### src/rtl/core/ccrs_pkg.sv
`timescale 1ns / 1ps
`default_nettype none

package ccrs_pkg;

  typedef enum logic [2:0] {
    OP_TICK    = 3'd0,
    OP_PRESENT = 3'd1,
    OP_MINRATE = 3'd2,
    OP_COLLECT = 3'd3,
    OP_RETURN  = 3'd4,
    OP_HANGUP  = 3'd5
  } op_t;

  typedef enum logic [3:0] {
    PH_IDLE    = 4'd0,
    PH_HOLD    = 4'd1,
    PH_PATH    = 4'd2,
    PH_DWELL   = 4'd3,
    PH_RESTORE = 4'd4,
    PH_UNHOLD  = 4'd5,
    PH_HANGUP  = 4'd6
  } phase_t;

  typedef enum logic [1:0] {
    REG_RELAY_SETTLE   = 2'd0,
    REG_TEST_DWELL     = 2'd1,
    REG_COLLECT_RETURN = 2'd2,
    REG_HANGUP         = 2'd3
  } reg_idx_t;

  localparam logic POLARITY_POSITIVE = 1'b0;
  localparam logic POLARITY_NEGATIVE = 1'b1;

  localparam int unsigned TIME_W = 16;

  localparam logic [TIME_W-1:0] RELAY_SETTLE_RST   = 16'd10;
  localparam logic [TIME_W-1:0] TEST_DWELL_RST     = 16'd50;
  localparam logic [TIME_W-1:0] COLLECT_RETURN_RST = 16'd250;
  localparam logic [TIME_W-1:0] HANGUP_RST         = 16'd1000;

  typedef struct packed {
    logic phone_to_line;
    logic line_hold;
    logic polarity;
    logic test_voltage;
  } relays_t;

endpackage

`default_nettype wire

### src/rtl/core/coin_control_relay_sequencer_core.sv
`timescale 1ns / 1ps
`default_nettype none

// Coin control relay sequencer: commands (test present, test minrate, collect,
// return, hangup) start a timed relay sequence that 1 ms tick items advance;
// a command that arrives while a sequence runs is answered with rejected set.
// Every input transfer yields exactly one result transfer. An item is
// accepted every clock cycle: the whole state update is one short step into
// the state registers and the result register, so the result appears in the
// cycle after acceptance, and in_tready only drops while the result register
// is full and out_tready is low. Configuration writes take effect at once and
// are meant to be issued while no result is pending.
module coin_control_relay_sequencer_core (
  input  wire         clk,
  input  wire         rst_n,
  // configuration
  input  wire         cfg_we,
  input  wire  [1:0]  cfg_index,
  input  wire  [15:0] cfg_wdata,
  // input stream
  input  wire         in_tvalid,
  output logic        in_tready,
  input  wire  [7:0]  in_tdata,   // [0] coin_sense, [7:1] zero
  input  wire  [2:0]  in_tuser,   // [2:0] operation
  // result stream
  output logic        out_tvalid,
  input  wire         out_tready,
  output logic [7:0]  out_tdata   // [0] relay_test_voltage, [1] relay_polarity,
                                  // [2] relay_line_hold, [3] relay_phone_to_line,
                                  // [4] busy_res, [5] done_res, [6] coin_result,
                                  // [7] rejected
);

  localparam int unsigned TW = ccrs_pkg::TIME_W;

  // configuration registers
  logic [TW-1:0] relay_settle_r, test_dwell_r, collect_return_r, hangup_r;

  always_ff @(posedge clk) begin
    if (!rst_n) begin
      relay_settle_r   <= ccrs_pkg::RELAY_SETTLE_RST;
      test_dwell_r     <= ccrs_pkg::TEST_DWELL_RST;
      collect_return_r <= ccrs_pkg::COLLECT_RETURN_RST;
      hangup_r         <= ccrs_pkg::HANGUP_RST;
    end else if (cfg_we) begin
      case (ccrs_pkg::reg_idx_t'(cfg_index))
        ccrs_pkg::REG_RELAY_SETTLE:   relay_settle_r   <= cfg_wdata;
        ccrs_pkg::REG_TEST_DWELL:     test_dwell_r     <= cfg_wdata;
        ccrs_pkg::REG_COLLECT_RETURN: collect_return_r <= cfg_wdata;
        ccrs_pkg::REG_HANGUP:         hangup_r         <= cfg_wdata;
        default: ;
      endcase
    end
  end

  // sequencer state
  ccrs_pkg::phase_t  phase_r, phase_nxt;
  logic [TW-1:0]     countdown_r, countdown_nxt;
  ccrs_pkg::op_t     active_cmd_r, active_cmd_nxt;
  ccrs_pkg::relays_t relays_r, relays_nxt;
  logic              outcome_r, outcome_nxt;

  logic out_valid_r;
  logic [7:0] out_data_r, out_data_nxt;

  ccrs_pkg::op_t op;
  logic sense, accept, busy, is_cmd, cmd_ok, rej, wait_end, cmd_is_test, done;

  assign op        = ccrs_pkg::op_t'(in_tuser);
  assign sense     = in_tdata[0];
  assign in_tready = !out_valid_r || out_tready;
  assign accept    = in_tvalid && in_tready;

  assign busy        = (phase_r != ccrs_pkg::PH_IDLE);
  assign is_cmd      = (op inside {ccrs_pkg::OP_PRESENT, ccrs_pkg::OP_MINRATE,
                                   ccrs_pkg::OP_COLLECT, ccrs_pkg::OP_RETURN,
                                   ccrs_pkg::OP_HANGUP});
  assign cmd_ok      = is_cmd && !busy;
  assign rej         = is_cmd && busy;
  // a wait of zero ends on the first tick, same as a wait of one
  assign wait_end    = (op == ccrs_pkg::OP_TICK) && busy && (countdown_r <= TW'(1));
  assign cmd_is_test = (active_cmd_r inside {ccrs_pkg::OP_PRESENT, ccrs_pkg::OP_MINRATE});
  assign done        = wait_end && (phase_r == ccrs_pkg::PH_UNHOLD);

  // next phase
  always_comb begin
    phase_nxt = phase_r;
    if (cmd_ok) begin
      phase_nxt = (op == ccrs_pkg::OP_HANGUP) ? ccrs_pkg::PH_HANGUP : ccrs_pkg::PH_HOLD;
    end else if (wait_end) begin
      case (phase_r)
        ccrs_pkg::PH_HOLD:    phase_nxt = ccrs_pkg::PH_PATH;
        ccrs_pkg::PH_PATH:    phase_nxt = ccrs_pkg::PH_DWELL;
        ccrs_pkg::PH_DWELL:   phase_nxt = ccrs_pkg::PH_RESTORE;
        ccrs_pkg::PH_HANGUP:  phase_nxt = ccrs_pkg::PH_RESTORE;
        ccrs_pkg::PH_RESTORE: phase_nxt = ccrs_pkg::PH_UNHOLD;
        default:              phase_nxt = ccrs_pkg::PH_IDLE;
      endcase
    end
  end

  // timer, relays, test outcome and result word
  always_comb begin
    countdown_nxt  = countdown_r;
    active_cmd_nxt = active_cmd_r;
    relays_nxt     = relays_r;
    outcome_nxt    = outcome_r;

    if (cmd_ok) begin
      active_cmd_nxt = op;
      if (op == ccrs_pkg::OP_HANGUP) begin
        relays_nxt.line_hold     = 1'b0;
        relays_nxt.phone_to_line = 1'b0;
        countdown_nxt            = hangup_r;
      end else begin
        relays_nxt.test_voltage = (op == ccrs_pkg::OP_PRESENT) || (op == ccrs_pkg::OP_MINRATE);
        relays_nxt.polarity     = ((op == ccrs_pkg::OP_MINRATE) || (op == ccrs_pkg::OP_RETURN))
                                  ? ccrs_pkg::POLARITY_NEGATIVE : ccrs_pkg::POLARITY_POSITIVE;
        relays_nxt.line_hold    = 1'b1;
        countdown_nxt           = relay_settle_r;
      end
    end else if (wait_end) begin
      case (phase_r)
        ccrs_pkg::PH_HOLD: begin
          relays_nxt.phone_to_line = 1'b0;
          countdown_nxt            = relay_settle_r;
        end
        ccrs_pkg::PH_PATH: begin
          countdown_nxt = cmd_is_test ? test_dwell_r : collect_return_r;
        end
        ccrs_pkg::PH_DWELL, ccrs_pkg::PH_HANGUP: begin
          // opto is active low; only the dwell of a test samples it
          if (phase_r == ccrs_pkg::PH_DWELL && cmd_is_test) outcome_nxt = !sense;
          relays_nxt.test_voltage  = 1'b0;
          relays_nxt.polarity      = ccrs_pkg::POLARITY_POSITIVE;
          relays_nxt.phone_to_line = 1'b1;
          countdown_nxt            = relay_settle_r;
        end
        ccrs_pkg::PH_RESTORE: begin
          relays_nxt.line_hold = 1'b0;
          countdown_nxt        = relay_settle_r;
        end
        default: countdown_nxt = '0;
      endcase
    end else if ((op == ccrs_pkg::OP_TICK) && busy) begin
      countdown_nxt = countdown_r - TW'(1);
    end

    out_data_nxt = {rej, outcome_nxt, done, (phase_nxt != ccrs_pkg::PH_IDLE),
                    relays_nxt.phone_to_line, relays_nxt.line_hold,
                    relays_nxt.polarity, relays_nxt.test_voltage};
  end

  always_ff @(posedge clk) begin
    if (!rst_n) begin
      phase_r      <= ccrs_pkg::PH_IDLE;
      countdown_r  <= '0;
      active_cmd_r <= ccrs_pkg::OP_TICK;
      relays_r     <= '{phone_to_line: 1'b1, line_hold: 1'b0,
                        polarity: 1'b0, test_voltage: 1'b0};
      outcome_r    <= 1'b0;
      out_valid_r  <= 1'b0;
    end else begin
      if (accept) begin
        phase_r      <= phase_nxt;
        countdown_r  <= countdown_nxt;
        active_cmd_r <= active_cmd_nxt;
        relays_r     <= relays_nxt;
        outcome_r    <= outcome_nxt;
        out_valid_r  <= 1'b1;
      end else if (out_tready) begin
        out_valid_r  <= 1'b0;
      end
    end
  end

  always_ff @(posedge clk) begin
    if (accept) out_data_r <= out_data_nxt;
  end

  assign out_tvalid = out_valid_r;
  assign out_tdata  = out_data_r;

  // checks
  a_idle_timer_clear: assert property (@(posedge clk) disable iff (!rst_n)
    (phase_r == ccrs_pkg::PH_IDLE) |-> (countdown_r == '0))
    else $error("timer not clear while idle");

  a_done_ends_busy: assert property (@(posedge clk) disable iff (!rst_n)
    (out_valid_r && out_data_r[5]) |-> (!out_data_r[4] && !out_data_r[7]))
    else $error("done result still busy or rejected");

  a_reject_only_busy: assert property (@(posedge clk) disable iff (!rst_n)
    (out_valid_r && out_data_r[7]) |-> out_data_r[4])
    else $error("reject reported while idle");

  a_state_follows_result: assert property (@(posedge clk) disable iff (!rst_n)
    out_valid_r |-> (out_data_r[4] == (phase_r != ccrs_pkg::PH_IDLE)))
    else $error("busy flag disagrees with phase");

  a_hold_when_path: assert property (@(posedge clk) disable iff (!rst_n)
    !relays_r.phone_to_line |-> (phase_r != ccrs_pkg::PH_IDLE))
    else $error("coin path left connected while idle");

endmodule

`default_nettype wire
### config.mk
export PLATFORM = sky130hd
export DESIGN_NAME = coin_control_relay_sequencer_core
export DESIGN_NICKNAME = d
export VERILOG_FILES = /design/src/rtl/core/ccrs_pkg.sv /design/src/rtl/core/coin_control_relay_sequencer_core.sv
export SDC_FILE = /design/constraint.sdc
export NUM_CORES = 1
export LEC_CHECK = 0
export BUFFER_PORTS_ARGS = -buffer_cell sky130_fd_sc_hd__buf_2
export CAP_MARGIN = 20
export CORE_ASPECT_RATIO = 0.7
export CORE_MARGIN = 3
export CORE_UTILIZATION = 60
export CTS_BUF_LIST = sky130_fd_sc_hd__clkbuf_8 sky130_fd_sc_hd__clkbuf_16
export DETAILED_ROUTE_END_ITERATION = 8
export PLACE_DENSITY = 0.89
export SLEW_MARGIN = 20
export SYNTH_ARGS = -nofsm -noshare
export SYNTH_HDL_FRONTEND = slang
export SYNTH_SLANG_ARGS = --single-unit
### constraint.sdc
create_clock -name clk -period 2.3 [get_ports clk]
set_input_delay 0.23 -clock clk [delete_from_list [all_inputs] [get_ports clk]]
set_output_delay 0.23 -clock clk [all_outputs]
set_load 0.02 [all_outputs]
* After elaboration in Yosys (flattened, before gate mapping)
Index checks and enable logic that the tools add are counted.
** Word-level totals
- Input bits :: 34
- Output and inout port bits :: 10
- Logic and storage cells :: 86
- Bits in registers :: 101
** Operators by class
- Add/subtract/negate cells :: 1
- Eq/ne operators :: 16
- Reduce and logical (&&, ||, !) cells :: 29
- $lt $le $gt $ge :: 1
- Mux-type cells :: 25
** Operator list (number)
- $mux 16 :: 5
- $pmux 16 s2 :: 1
- $le 16x1->1 const B :: 1
- $mux 4 :: 4
- $sub 16x1->16 const B :: 1
- $eq 4x3->1 const B :: 3
- $pmux 3 s4 :: 1
- $reduce_and 2->1 :: 6
- $mux 1 :: 10
- $eq 3x2->1 const B :: 3
- $eq 4x2->1 const B :: 2
- $reduce_bool 4->1 :: 2
- $logic_and 1x1->1 :: 7
- $eq 3x1->1 const B :: 2
- $eq 3x3->1 const B :: 2
- $reduce_bool 5->1 :: 1
- $eq 2x2->1 const B :: 2
- $eq 4x1->1 const B :: 1
- $mux 2 :: 2
- $reduce_bool 2->1 :: 2
- $reduce_or 4->1 :: 1
- $logic_not 1->1 :: 3
- $logic_not 3->1 :: 1
- $logic_or 1x1->1 :: 3
- 6 further kinds :: 6

* Logic depth before layout (Yosys ltp)
- Depth after elaboration :: 7
- Depth in mapped cells :: 11
- Gate-level depth less buffers :: 8

* Least setup slack after synthesis
OpenSTA, ideal clock, no wires.
- Path type :: input to register
- Start point :: input port in_tuser[0]
- End point :: register out_data_r[1] (netlist: out_tdata[1]), data pin
- Required time :: 2.042 ns
- Setup time :: 0.258 ns
- Path slack :: 0.159 ns
- Arrival time :: 1.883 ns
- Buffers on the path :: 4
- Stages on the path :: 10
- Path through :: buf_2 > or3_1 > buf_2 > nor4_4 > and2_1 > buf_4 > buf_6 > a31oi_1 > o21ai_0 > nand2_1
** Between the ends
- Cells in the longest elaborated chain, start to end :: 5
- Elaborated cells on any way between the ends :: 15
- Those cells by class :: eq/ne (5); mux (4); reduce/logical (6)
** RTL lines
- from (decl) :: line coin_control_relay_sequencer_core.sv:24 : input wire [2:0] in_tuser,
- $eq 3x2->1, or another cell as far along :: line coin_control_relay_sequencer_core.sv:75, coin_control_relay_sequencer_core.sv:117
- $logic_or 1x1->1 or $logic_and 1x1->1 (tied branches) :: line coin_control_relay_sequencer_core.sv:117, coin_control_relay_sequencer_core.sv:81
- $mux 1 or $logic_and 1x1->1 (tied branches) :: line coin_control_relay_sequencer_core.sv:118, coin_control_relay_sequencer_core.sv:81
- $mux 2 or $mux 4 (tied branches) :: line coin_control_relay_sequencer_core.sv:111, coin_control_relay_sequencer_core.sv:122
- $mux 4 * :: line coin_control_relay_sequencer_core.sv:109 : if (cmd_ok) begin
- named net out_data_nxt[1] :: line coin_control_relay_sequencer_core.sv:64 : logic [7:0] out_data_r, out_data_nxt;
- to (signal assigned) :: line coin_control_relay_sequencer_core.sv:178 : if (accept) out_data_r <= out_data_nxt;
- to (decl) :: line coin_control_relay_sequencer_core.sv:64
Mark *: on every way through the listed nets, which the timed path passes. The rest lies on a longest branch.
A chain may end at the register's enable or synchronous reset.

* Final worst setup path
- Start point :: register countdown_r[6]
- End point :: register countdown_r[4]
** Between the ends
- Cells in the longest elaborated chain, start to end :: 4
- Elaborated cells on any way between the ends :: 6
- Those cells by class :: order compare (1); mux (2); reduce/logical (3)
** RTL lines
- from (decl) :: line coin_control_relay_sequencer_core.sv:58 : logic [TW-1:0] countdown_r, countdown_nxt;
- from (signal assigned) :: line coin_control_relay_sequencer_core.sv:166 : countdown_r <= countdown_nxt;
- $le 16x1->1 * :: line coin_control_relay_sequencer_core.sv:81 : assign wait_end = (op == ccrs_pkg::OP_TICK) && busy && (countdown_r <= TW'(1));
- $logic_and 1x1->1 * :: line coin_control_relay_sequencer_core.sv:81
- $reduce_bool 3->1 (no source line) or $mux 16 (tied branches)
- $reduce_and 2->1 (no source line) or $mux 16 (tied branches)
Every way passes the cells marked *; elsewhere a longest branch is shown, timed or not.

==> results.yml <==
floorplan:
  die_y_um: 84.4
  die-area_um2: 9950
  top_level_ports: 44
  core_region_area_um2: 8180
  fp.dieW_um: 118
  start_util: 0.644
  num_rows: 27
clocking:
  cts_buffers: 9
  root_buffer: "clkbuf_16"
  tritoncts: "yes"
  clock_latency_ns: 0.34
  hold_buffers: 0
  cts.clk_slew.worst_paths_ns: 0.07
  clkSinkCount: 101
  clockBufferDepth: 2
  h-tree-depth: 3
detailed_routing:
  viasPerCell: 6.37
  drcViolationCount: 0
  firstDrtPassIters: 6
  wl_per_cell_um: 17.9
  drt_iter0_drc: 805
  drt-total-wl_mm: 14.5
  antenna_left: 0
  vias: 5163
synth:
  ys.warnings.count: 0
  syn_inst: 662
  synth_common_cells: "167 x nand2_1, 93 x dfxtp_1, 53 x a21boi_0, 42 x clkbuf_1, 39 x o21ai_0"
  yosysSeqAreaShare: 0.399
  avgSynthCellArea_um2: 7.95
  synth.largest_area_cell: "dfxtp_1"
  synth_nets: 698
  synth_edf_count: 8
  synth.most_common_cell: "nand2_1"
  ys.flop_type: "dfxtp_1"
  yosys-top-cells-area: "dfxtp_1 35%, nand2_1 12%, a21boi_0 7.6%, edfxtp_1 4.6%, a22o_1 4.2%"
  synth_cell_types: 60
  syn_area_um2: 5270
  synth_top_area_frac: 0.354
  ys_async_sr_fraction: 0
  synth-seq-cells: 101
timing:
  min_period_ns: 2.21
  hold_viol_final: 0
  period_share: 0.960
  fmax_mhz: 453
  tightestPinTransition_ns: 0.802
  maxSlewViolCount: 0
  finClkSkew_ns: 0.00590
  setup_slack_ns: 0.0912
  relSlewSlack: 0.463
  whs_ns: 0.143
  tns_ns: 0
  setup_viol: 0
critical_path:
  cpMaxStageDelayCell: "and3_1"
  cp.arrival_ns: 2.43
  critPathRequiredTime_ns: 2.52
  critPathMaxFanout: 17
  cpPeakStageDelay_ns: 0.39
  path_delay_family: "simple AND/OR/NAND/NOR gates"
  worstSetupEndpointType: "register"
  start_kind: "register"
  path_buf_inv: 1
  worstSetupPathType: "reg2reg"
  path_cells: "nor4_2 -> and3_1 -> and2_1 -> buf_4 -> nor3_1 -> a221oi_1 -> a21oi_1"
  rrSetupSlack_ns: 0.09
status:
  status: "completed"
final_layout:
  area_growth_pct: 13.1
  nets: 725
  fin_area_um2: 5960
  drive_above_1_share: 0.153
  antenna_cells: 0
grt:
  antenna_found_initial: 0
  overflow: 0
  gr-usage-all-layers: 0.298
  grt_pass1_vias: 5020
  grt_pass1_wl_mm: 24.6
  grt_max_degree: 61
place:
  gp_congestion: 0.982
  dpl_cell_area_um2: 5620
  place_ws_ns: 0.0675
  dpl.hpwl_mm: 9.95
  port_buffers: 36
run:
  max_cap_viol_count: 0
power_and_ir_drop:
  ir_drop_uv: 513
  p_leak_nw: 2.33
  power_per_cell_area_nw_per_um2: 728
hold_path:
  hold_path.class: "in2reg"
## routing by layer
metal / vias up / GRT usage / routed length (um)
met2: 305 / 0.483 / 6590
met3: 38 / 0.0687 / 1490
met1: 2431 / 0.388 / 6050
met4: 0 / 0.118 / 389
met5: - / 0 / 0
li1: 2389 / - / -
## layout make-up
cell class,count,area [um2]
clock inverters,6,61.3
flip-flops and latches,101,2100
inverters,14,52.6
multi-input cells,493,2910
fillers,620,2220
repair buffers,70,448
clock buffers,10,239
well taps,116,145
## placed cells by master, fill, tap and decap left out, drive strengths merged, types with 7 or more instances in the layout
master / instances
nand2: 167
dfxtp: 93
buf: 70
a21boi: 53
o21ai: 41
nand3: 26
a22o: 25
a21oi: 20
nor2: 20
inv: 14
mux2i: 11
a22oi: 10
nor3: 10
clkbuf: 10
and3: 9
nor4: 9
edfxtp: 8
nand2b: 7
a221oi: 7
## logic make-up (layout without fill, tap and decap cells)
| kind of cell | Yosys count | after routing | share of synthesized area |
|---|---|---|---|
| xor gates and xnor gates | 10 | 10 | 0.0166 |
| AOI/OAI and AO/OA | 190 | 190 | 0.252 |
| and+or+nand+nor | 277 | 277 | 0.246 |
| adders and majority gates | 2 | 2 | 0.00475 |
| buffers and inverters | 68 | 100 | 0.0535 |
| muxes | 14 | 14 | 0.0273 |
| DFF | 101 | 101 | 0.399 |
## registers in the layout (all words and copies together) (netlist names), 3 cells and up
name / cells
phase_r: 4
relay_settle_r: 16
active_cmd_r: 3
test_dwell_r: 16
countdown_r: 16
relays_r: 4
hangup_r: 16
collect_return_r: 16
out_tdata: 8
## report_power, final
group / internal (mW) / total, mW / switching (mW)
sequential: 1.86 / 1.94 / 0.0738
clock: 0.871 / 1.53 / 0.658
combinational: 0.345 / 0.867 / 0.523
## path summary, 6_finish.rpt
check / from / to / cells after the start
max: countdown_r[6] / countdown_r[4] / 7
min: in_tvalid / out_tvalid / 3
max reg2reg: countdown_r[6] / countdown_r[4] / 7
min reg2reg: test_dwell_r[14] / test_dwell_r[14] / 2
## worst reg2reg max path, delay by kind of cell, from the launching register on
| family | cells | cell delay (ns) |
|---|---|---|
| AO/OA/AOI/OAI | 2 | 0.41 |
| buffers and inverters | 1 | 0.24 |
| flip-flops | 1 | 0.35 |
| AND/OR/NAND/NOR | 4 | 1.09 |
## metrics by stage
step / power [mW] / util / std cells
after CTS: 4.31 / 0.724 / 808
after detailed placement: 2.80 / 0.688 / 792
after floorplan: 2.53 / - / 662
final: 4.33 / 0.729 / 810
after global placement: 2.76 / 0.688 / 792
after global routing: 4.51 / 0.729 / 810
## repair_timing
| item | in CTS | in global routing |
|---|---|---|
| resized for setup | 0 | 3 |
| buffers inserted | 0 | 2 |
| setup endpoints to repair | 0 | 26 |
(Power assumes the default switching activity.)
